`src/sv/bmp_rle8_run_encoder_top_macros.svh`:
```
// ----------------------------------------------------------------------------
// Assertion macros for the BMP RLE8 run encoder
// Shared concurrent-assertion wrappers used by the RTL modules.
// ----------------------------------------------------------------------------
`ifndef BMP_RLE8_RUN_ENCODER_TOP_MACROS_SVH
`define BMP_RLE8_RUN_ENCODER_TOP_MACROS_SVH

// Checked on every rising edge of aclk while aresetn is high.
`define BRLE_ASSERT(label, prop, msg) \
    label: assert property (@(posedge aclk) disable iff (!aresetn) (prop)) else $error(msg);

// Checked on every rising edge of aclk, reset included.
`define BRLE_ASSERT_ALWAYS(label, prop, msg) \
    label: assert property (@(posedge aclk) (prop)) else $error(msg);

`endif

```
`src/sv/brle_pkg.sv`:
```
// ----------------------------------------------------------------------------
// BMP RLE8 run encoder package
// Types and constants shared by the run encoder modules.
// ----------------------------------------------------------------------------
package brle_pkg;

    localparam logic [7:0]  RUN_MAX         = 8'd255;
    localparam logic [7:0]  ESC_EOL         = 8'h00;
    localparam logic [7:0]  ESC_EOI         = 8'h01;
    localparam logic [15:0] ROW_WIDTH_RESET = 16'd640;
    localparam int          MAX_PAIRS       = 3;

    // Register index as decoded from paddr[2].
    localparam logic        REG_ROW_WIDTH   = 1'b0;

    typedef struct packed {
        logic [7:0] count;
        logic [7:0] value;
        logic       last;
    } pair_t;

    typedef struct packed {
        logic [7:0]  run_pixel;
        logic [7:0]  run_length;
        logic [15:0] column;
    } run_state_t;

    // Everything one pixel produces: up to three pairs and the next state.
    typedef struct packed {
        pair_t [MAX_PAIRS-1:0] pairs;
        logic [1:0]            npairs;
        run_state_t            state;
    } step_result_t;

    // Request from the pixel stage to the pair buffer.
    typedef struct packed {
        logic                  load;
        pair_t [MAX_PAIRS-1:0] pairs;
        logic [1:0]            npairs;
    } buf_load_t;

endpackage

```
`src/sv/brle_step.sv`:
```
// ----------------------------------------------------------------------------
// BMP RLE8 run step logic
// Works out the pairs one pixel closes and the run state it leaves behind.
// ----------------------------------------------------------------------------
module brle_step (
    input  logic [7:0]            pixel,
    input  logic                  end_of_image,
    input  logic [15:0]           row_width,
    input  brle_pkg::run_state_t  state,
    output brle_pkg::step_result_t result
);
    import brle_pkg::*;

    logic        match;
    logic        close_old;
    logic [7:0]  new_len;
    logic        hit_max;
    logic [7:0]  after_len;
    logic        row_end;
    logic        esc;
    logic        flush;
    pair_t [3:0] cand;
    logic  [3:0] cand_vld;
    logic  [1:0] n;

    always_comb begin
        match     = (state.run_length != 8'd0) && (state.run_pixel == pixel);
        close_old = (state.run_length != 8'd0) && !match;
        new_len   = match ? (state.run_length + 8'd1) : 8'd1;
        hit_max   = (new_len == RUN_MAX);
        after_len = hit_max ? 8'd0 : new_len;
        row_end   = (state.column == (row_width - 16'd1));
        esc       = end_of_image || row_end;
        flush     = esc && (after_len != 8'd0);

        // Candidates in output order; at most three of them are ever set.
        cand[0]     = '{count: state.run_length, value: state.run_pixel, last: 1'b0};
        cand_vld[0] = close_old;
        cand[1]     = '{count: RUN_MAX, value: pixel, last: 1'b0};
        cand_vld[1] = hit_max;
        cand[2]     = '{count: after_len, value: pixel, last: 1'b0};
        cand_vld[2] = flush;
        cand[3]     = '{count: 8'd0, value: end_of_image ? ESC_EOI : ESC_EOL, last: 1'b0};
        cand_vld[3] = esc;
    end

    always_comb begin
        result.pairs = '0;
        n = 2'd0;
        for (int i = 0; i < 4; i++) begin
            if (cand_vld[i] && (n < 2'd3)) begin
                result.pairs[n] = cand[i];
                n = n + 2'd1;
            end
        end
        result.npairs = n;
        if (n != 2'd0) begin
            result.pairs[n - 2'd1].last = 1'b1;
        end

        if (end_of_image) begin
            result.state.run_pixel  = 8'd0;
            result.state.run_length = 8'd0;
            result.state.column     = 16'd0;
        end else if (row_end) begin
            result.state.run_pixel  = pixel;
            result.state.run_length = 8'd0;
            result.state.column     = 16'd0;
        end else begin
            result.state.run_pixel  = pixel;
            result.state.run_length = after_len;
            result.state.column     = state.column + 16'd1;
        end
    end

endmodule

```
`src/sv/brle_pair_buf.sv`:
```
// ----------------------------------------------------------------------------
// BMP RLE8 pair buffer
// Holds the pairs of one pixel and hands them out one per cycle while m_tready is high.
// ----------------------------------------------------------------------------
module brle_pair_buf (
    input  logic                 aclk,
    input  logic                 aresetn,
    input  brle_pkg::buf_load_t  load_req,
    output logic                 can_load,
    output logic                 m_tvalid,
    input  logic                 m_tready,
    output logic [15:0]          m_tdata,   // [7:0] run_count, [15:8] run_value
    output logic                 m_tlast    // last_of_item
);
    import brle_pkg::*;

    pair_t [MAX_PAIRS-1:0] slot_reg;
    pair_t [MAX_PAIRS-1:0] slot_next;
    logic  [1:0]           cnt_reg;
    logic  [1:0]           cnt_next;
    logic                  pop;

    assign m_tvalid = (cnt_reg != 2'd0);
    assign pop      = m_tvalid && m_tready;
    // New pairs may come in once the buffer is empty after this cycle's pop.
    assign can_load = (cnt_reg == 2'd0) || ((cnt_reg == 2'd1) && m_tready);
    assign m_tdata  = {slot_reg[0].value, slot_reg[0].count};
    assign m_tlast  = slot_reg[0].last;

    always_comb begin
        slot_next = slot_reg;
        cnt_next  = cnt_reg;
        if (load_req.load) begin
            slot_next = load_req.pairs;
            cnt_next  = load_req.npairs;
        end else if (pop) begin
            slot_next[0] = slot_reg[1];
            slot_next[1] = slot_reg[2];
            cnt_next     = cnt_reg - 2'd1;
        end
    end

    always_ff @(posedge aclk) begin
        slot_reg <= slot_next;
        if (!aresetn) begin
            cnt_reg <= 2'd0;
        end else begin
            cnt_reg <= cnt_next;
        end
    end

    `include "bmp_rle8_run_encoder_top_macros.svh"

    `BRLE_ASSERT(a_load_only_when_free, load_req.load |-> can_load, "pairs loaded over pending pairs")
    `BRLE_ASSERT(a_drain_to_empty, (pop && cnt_reg == 2'd1 && !load_req.load) |=> !m_tvalid, "buffer did not drain")

endmodule

```
`src/sv/bmp_rle8_run_encoder_top.sv`:
```
// ----------------------------------------------------------------------------
// BMP RLE8 run encoder, top level
// Turns a stream of 8-bit palette indices into RLE8 encoded-mode pairs.
// ----------------------------------------------------------------------------
// Usage:
// Pixels enter on the s_ channel, one palette index per request in s_tdata,
// with s_tlast set on the final pixel of the image. Pairs leave on the m_
// channel: m_tdata carries run_count in its low byte and run_value in its
// high byte, and m_tlast marks the last pair caused by one pixel. A count
// of zero is an escape: value 0 ends a row, value 1 ends the image.
// The row width is written through the APB port at address 0 and resets to
// 640 pixels. The user must write it only while the encoder is idle; the
// block itself does not enforce this.
// A pixel passes through the input register and then the pair buffer before
// its first pair is on m_tdata. Pixels that produce no pair or one pair
// stream at one pixel per clock while the receiver is ready. A pixel that
// closes a run and a row can give up to three pairs, and the output port
// drains one pair per cycle while m_tready is high, so a following pixel
// with pairs waits in the input register until the last of those is taken.
// A synchronous low aresetn empties both stages and clears the run state.
// When the receiver stalls, the pair buffer keeps its pairs and the input
// register stops taking pixels once its pixel has pairs the buffer cannot take.
// ----------------------------------------------------------------------------
module bmp_rle8_run_encoder_top (
    input  logic        aclk,
    input  logic        aresetn,
    // pixel channel
    input  logic        s_tvalid,
    output logic        s_tready,
    input  logic [7:0]  s_tdata,    // [7:0] pixel
    input  logic        s_tlast,    // end_of_image
    // pair channel
    output logic        m_tvalid,
    input  logic        m_tready,
    output logic [15:0] m_tdata,    // [7:0] run_count, [15:8] run_value
    output logic        m_tlast,    // last_of_item
    // configuration
    input  logic        psel,
    input  logic        penable,
    input  logic        pwrite,
    input  logic [2:0]  paddr,
    input  logic [31:0] pwdata,
    output logic [31:0] prdata,
    output logic        pready
);
    import brle_pkg::*;

    logic [15:0]  row_width_reg;
    logic         in_vld_reg;
    logic [7:0]   in_pixel_reg;
    logic         in_eoi_reg;
    run_state_t   state_reg;
    step_result_t step;
    buf_load_t    load_req;
    logic         can_load;
    logic         advance;
    logic         cfg_wr;

    // Configuration port: a single register at byte address 0.
    assign pready = 1'b1;
    assign cfg_wr = psel && penable && pwrite && pready && (paddr[2] == REG_ROW_WIDTH);
    assign prdata = (paddr[2] == REG_ROW_WIDTH) ? {16'd0, row_width_reg} : 32'd0;

    always_ff @(posedge aclk) begin
        if (!aresetn) begin
            row_width_reg <= ROW_WIDTH_RESET;
        end else if (cfg_wr) begin
            row_width_reg <= pwdata[15:0];
        end
    end

    brle_step u_step (
        .pixel        (in_pixel_reg),
        .end_of_image (in_eoi_reg),
        .row_width    (row_width_reg),
        .state        (state_reg),
        .result       (step)
    );

    // A pixel with no pairs only updates the run state, so it never waits
    // on the pair buffer.
    assign advance  = in_vld_reg && (can_load || (step.npairs == 2'd0));
    assign s_tready = !in_vld_reg || advance;

    assign load_req.load   = advance && (step.npairs != 2'd0);
    assign load_req.pairs  = step.pairs;
    assign load_req.npairs = step.npairs;

    always_ff @(posedge aclk) begin
        if (s_tvalid && s_tready) begin
            in_pixel_reg <= s_tdata;
            in_eoi_reg   <= s_tlast;
        end
        if (!aresetn) begin
            in_vld_reg <= 1'b0;
            state_reg  <= '0;
        end else begin
            if (s_tready) begin
                in_vld_reg <= s_tvalid;
            end
            if (advance) begin
                state_reg <= step.state;
            end
        end
    end

    brle_pair_buf u_buf (
        .aclk     (aclk),
        .aresetn  (aresetn),
        .load_req (load_req),
        .can_load (can_load),
        .m_tvalid (m_tvalid),
        .m_tready (m_tready),
        .m_tdata  (m_tdata),
        .m_tlast  (m_tlast)
    );

    `include "bmp_rle8_run_encoder_top_macros.svh"

    `BRLE_ASSERT(a_no_full_run_held, state_reg.run_length != RUN_MAX, "run of 255 left open")
    `BRLE_ASSERT(a_eoi_clear, (advance && in_eoi_reg) |=> (state_reg == '0), "state kept after eoi")
    `BRLE_ASSERT(a_reset_idle, $past(!aresetn) |-> !(m_tvalid || in_vld_reg), "busy after reset")

endmodule
```
`config.mk`:
```
export PLATFORM = sky130hd
export DESIGN_NAME = bmp_rle8_run_encoder_top
export DESIGN_NICKNAME = d
export VERILOG_FILES = /design/src/sv/brle_pkg.sv /design/src/sv/brle_step.sv /design/src/sv/brle_pair_buf.sv /design/src/sv/bmp_rle8_run_encoder_top.sv
export VERILOG_INCLUDE_DIRS = /design/src /design/src/sv
export SDC_FILE = /design/constraint.sdc
export NUM_CORES = 1
export LEC_CHECK = 0
export BUFFER_PORTS_ARGS = -buffer_cell sky130_fd_sc_hd__buf_2
export CAP_MARGIN = 25
export CORE_ASPECT_RATIO = 0.6
export CORE_MARGIN = 1
export CORE_UTILIZATION = 40
export DETAILED_ROUTE_END_ITERATION = 10
export HOLD_SLACK_MARGIN = 0.05
export MAX_ROUTING_LAYER = met4
export PLACE_DENSITY = 0.63
export SETUP_SLACK_MARGIN = 0.2
export SYNTH_ARGS = -nofsm -noshare
export SYNTH_HDL_FRONTEND = slang
export SYNTH_HIERARCHICAL = 1
export SYNTH_SLANG_ARGS = --single-unit
```
`constraint.sdc`:
```
create_clock -name aclk -period 10.83 [get_ports aclk]
set_input_delay 0.5415 -clock aclk [delete_from_list [all_inputs] [get_ports aclk]]
set_output_delay 0.5415 -clock aclk [all_outputs]
set_load 0.05 [all_outputs]
```
* Yosys cells after proc, flatten, opt, wreduce, memory -nomap -nowiden
Index checks and enable logic that the tools add are counted. Widths: inputs -> output; s select.
Storage, ports and cells: input port bits 51, bits in registers 111, output and inout bits 52, logic and storage cells 103
Cells by class: $lt $le $gt $ge 11, reductions and logical operators 31, $add $sub $neg 8, bitwise operators 1, eq/ne operators 4, muxes and demuxes 31
Operators with widths (count):
- $bwmux 51 | 4
- $mux 51 | 4
- $demux 17 s2 | 4
- $mux 17 | 4
- $mux 34 | 2
- $mux 32 | 1
- $mux 24 | 1
- $logic_and 1x1->1 | 18
- $add 16x1->16 const B | 1
- $eq 16x16->1 | 1
- $mux 16 | 1
- $mux 8 | 2
- $reduce_bool 8->1 | 2
- $sub 16x1->16 const B | 1
- $mux 2 | 5
- $lt 2x3->1 const B | 3
- $add 8x1->8 const B | 1
- $eq 8x8->1 | 1
- $eq 8x8->1 const B | 1
- $ge 2x1->1 const B | 3
- $reduce_bool 2->1 | 3
- $add 2x1->2 const B | 2
- $logic_not 2->1 | 2
- $logic_or 1x1->1 | 4
- other kinds (10) | 15

* Longest topological paths before layout
depth after elaboration 22, depth in mapped cells 27, mapped depth without buffers 21

* By module
The synthesis kept the hierarchy.
Modules (own cells, without submodules):
- brle_step | instances 1, cells each 410, area an instance 2529.9 sq um
- bmp_rle8_run_encoder_top | instances 1, cells each 263, area an instance 2517.4 sq um
- brle_pair_buf | instances 1, cells each 124, area an instance 2357.3 sq um

* Least setup slack after synthesis
No wires, ideal clock.
path type reg-to-reg, start register state_reg[16] in the netlist's numbering, end register u_buf.slot_reg, in the netlist u_buf/m_tdata[0] (enable), cell stages (with the launch flop) 27, required time 10454 ps, arrival time 6041 ps, slack 4413 ps, path through dfxtp_1 > clkbuf_1 > inv_1 > ha_1 > nand4b_1 > nor2_1 > o21ai_1 > nor3_1 > clkbuf_1 > ha_1 > clkbuf_1 > clkbuf_1 > o31ai_1 > o21ai_0 > ha_1 > clkbuf_1 > clkinv_1 > xnor2_1 > a21oi_1 > a31oi_1 > nor2_1 > o21a_1 > buf_4 > nor2b_1 > buf_6 > buf_12 > or2_2
RTL lines:
- start: declaration | line bmp_rle8_run_encoder_top.sv:52 | run_state_t state_reg;
- start signal: assignment | line bmp_rle8_run_encoder_top.sv:102 | state_reg <= step.state;
- end signal: assignment | line brle_pair_buf.sv:44 | slot_reg <= slot_next;
- end: declaration | line brle_pair_buf.sv:17 | pair_t [MAX_PAIRS-1:0] slot_reg;

==> impl_metrics.toml <==
[synth]
ys.warnings.count = 6
synth_ff_type = "edfxtp_1"
yosys-top-cells-area = "edfxtp_1 24%, dfxtp_1 14%, nand2_1 6.5%"
synthCells = 797
synth_top_area_share_pct = 24.3
ys_seq_area_share_pct = 38.1
ys_ff_latch = 111
synth.avg_cell_area_um2 = 9.29
synthDistinctLibCells = 72
synthArstFlopShare_pct = 0
post-synth-top-area-cell = "edfxtp_1"
synth_edf_count = 60
netlist_area_um2 = 7400

[timing]
rsz0062_at_grt = "false"
holdWs_ns = 0.355
hold_viol_final = 0
fmax_mhz = 136
final.min_clock_period_ns = 7.38
maxSlewHeadroom_pct = 19.7
finalSetupViolCount = 0
fin_worst_skew_ns = 0.0157
maxSlewViolCount = 0
fin_crit_sh_pct = 68.1
worstMarginPinSlew_ns = 1.20
finalSetupTns_ns = 0

[clocking]
path_clk_slew_ns = 0.08
cts_buffers = 9
root_buffer = "clkbuf_16"
cts_tree = "done"
ctsHoldBuffers = 0
clock-sinks = 111
post_cts_buffers = 0
cts-resized-gates = 0
insertion_delay_ns = 0.36
cts_max_path_buffers = 2
htreeDepth = 3

[floorplanning]
initial_core_util_pct = 40.9
fp.dieW_um = 178
die_area_um2 = 19100
die_h_um = 107
ioPinCount = 103
row_count = 38
fp.coreArea_um2 = 18100

[global_routing]
grt_pass1_wl_um = 26200
grt_usage_pct = 17.8
grt_overflow_total = 0
antenna_found_initial = 0
grt_pass1_vias = 4951
grt_max_degree = 84

[setup_path]
crit_type = "reg -> reg"
crit_family = "simple AND/OR/NAND/NOR gates"
cp_cell_sequence = "or3_1, nor4_4, a21oi_2, nor4_4, a31o_2, nand2_1, o21ai_0, ha_1, clkinv_1, xnor2_1, a21oi_1, a31oi_1, nor2_1, o21a_2, buf_4, nor2b_4, buf_4, or2_2"
cp.arrival_ns = 7.36
cp-startpoint = "row_width_reg[3]"
cp_data_required_time_ns = 10.81
cp_max_fo = 54
crit_buf_inv = 3
start_kind = "flop"
cp_slowest_cell = "a31o_2"
cp-end-kind = "flop"
critPathMaxStageDelay_ns = 0.80
reg2reg_from = "row_width_reg[3]"
reg2reg_slack_ns = 3.45

[final_layout]
syn_to_final_growth_pct = 6.07
drive_gt1_share_pct = 18.1
largest_register_ffs = 34
finalNonFillerCells = 1053
final_common_cell = "nand2_1"
antenna_cells = 0
nets = 871
final_cell_mix = "129 x nand2_1, 67 x buf_2, 60 x nor2_1, 60 x edfxtp_1, 51 x dfxtp_1"

[power]
p_clk_share_pct = 32.0
internal_power_uw = 718
power.density_nw_per_um2 = 133
seq_power_share_pct = 47.8
irDropWorstVdd_mv = 0.0687
p_switching_uw = 329
p_leak_uw = 0.00295
switching_share_pct = 31.4
combPwrFrac_pct = 20.2

[route]
via_per_inst = 5.23
vias = 5512
drtIter0Drc = 440
routed_wl_um = 15900
ant_nets = 0
wire_per_inst_um = 15.1
drc_errors = 1
drtPass1Iterations = 8

[run]
maxCapViolCount = 0

[run_status]
status = "complete, but fails checks"
violations = "DRC"

[worst_hold_path]
hold_class = "in -> reg"
hp-start = "s_tdata[2]"

[placed_design]
portBuffers = 67
dpl.cell_count = 1037
dp_hpwl_um = 11300
place_congestion = 0.923
==> power by group through the flow <==
stage | clock (µW) | sequential, µW | combinational [µW]
floorplan | 0 | 506 | 193
global placement | 0 | 510 | 210
detailed placement | 0 | 511 | 211
CTS | 347 | 501 | 212
global route | 360 | 505 | 228
finish | 335 | 501 | 211
==> worst register-to-register path, delay by kind of cell (launching register included) <==
family                   cells  cell delay, ns
adder cells (fa/ha/maj)      1            0.41
AO/OA/AOI/OAI                6            1.62
buffers and inverters        3            1.44
XOR/XNOR                     1            0.21
flip-flops                   1            0.40
AND/OR/NAND/NOR              7            2.89
==> final cells by class <==
cell class              instances  area [µm²]
fillers                      1777       10300
multi-input cells             600        4010
flip-flops and latches        111        2820
repair buffers                 71         365
well taps                     240         300
clock buffers                   9         225
clock inverters                 7        71.3
inverters                      15        56.3
==> path summary, 6_finish.rpt <==
path / cells past startpoint / end
worst max-delay path: 18 / u_buf/m_tdata[3]
worst min-delay path: 1 / in_pixel_reg[2]
worst max register to register: 18 / u_buf/m_tdata[3]
worst min register to register: 2 / state_reg[27]
==> cell families (layout without fill, tap and decap cells) <==
logic type      count (synthesis)  in the layout  synth area share (%)
other cells                     2             17                 0.101
fa+ha+maj                      12             12                  2.03
flops                         111            111                  38.1
simple gates                  346            346                  23.4
mux                            68             68                  11.2
buf+inv                       101            102                  8.57
compound gates                106            106                  10.3
xor+xnor                       51             51                  6.22
==> metrics by stage <==
step / utilization [%] / worst slack (ns) / cell area [µm²] / power (µW)
5_1_grt: 43.4 / 2.81 / 7850 / 1090
3_5_place_dp: 41.7 / 3.44 / 7560 / 722
6_report: 43.4 / 3.45 / 7850 / 1050
4_1_cts: 43.4 / 3.40 / 7850 / 1060
3_3_place_gp: 41.7 / 3.47 / 7560 / 720
2_1_floorplan: - / 4.41 / 7460 / 699
==> per-layer routing <==
layer | up-vias | GRT usage, % | wire (µm)
li1 | 2720 | - | -
met2 | 164 | 23.4 | 6330
met5 | - | - | 0
met4 | 0 | 3.48 | 92
met1 | 2620 | 27.9 | 8610
met3 | 8 | 2.65 | 838
==> cells in the mapped netlist (all sizes together) (3+ instances only) <==
| library cell | count |
|---|---|
| nand2 | 130 |
| edfxtp | 60 |
| nor2 | 60 |
| buf | 54 |
| dfxtp | 51 |
| mux2 | 34 |
| mux2i | 34 |
| clkbuf | 32 |
| xor2 | 32 |
| a21oi | 27 |
| nor2b | 26 |
| nor3 | 24 |
| nand3 | 22 |
| a21boi | 18 |
| and2 | 18 |
| xnor2 | 18 |
| inv | 14 |
| o21ai | 13 |
| ha | 12 |
| nand2b | 11 |
| and3 | 9 |
| nor4 | 8 |
| and2b | 7 |
| nand4 | 7 |
| o21a | 7 |
| o2bb2ai | 7 |
| a211oi | 6 |
| nor3b | 6 |
| a31oi | 5 |
| o211ai | 4 |
| o22ai | 3 |
| o31ai | 3 |
| or3 | 3 |
| or4 | 3 |
(Power assumes the default switching activity.)
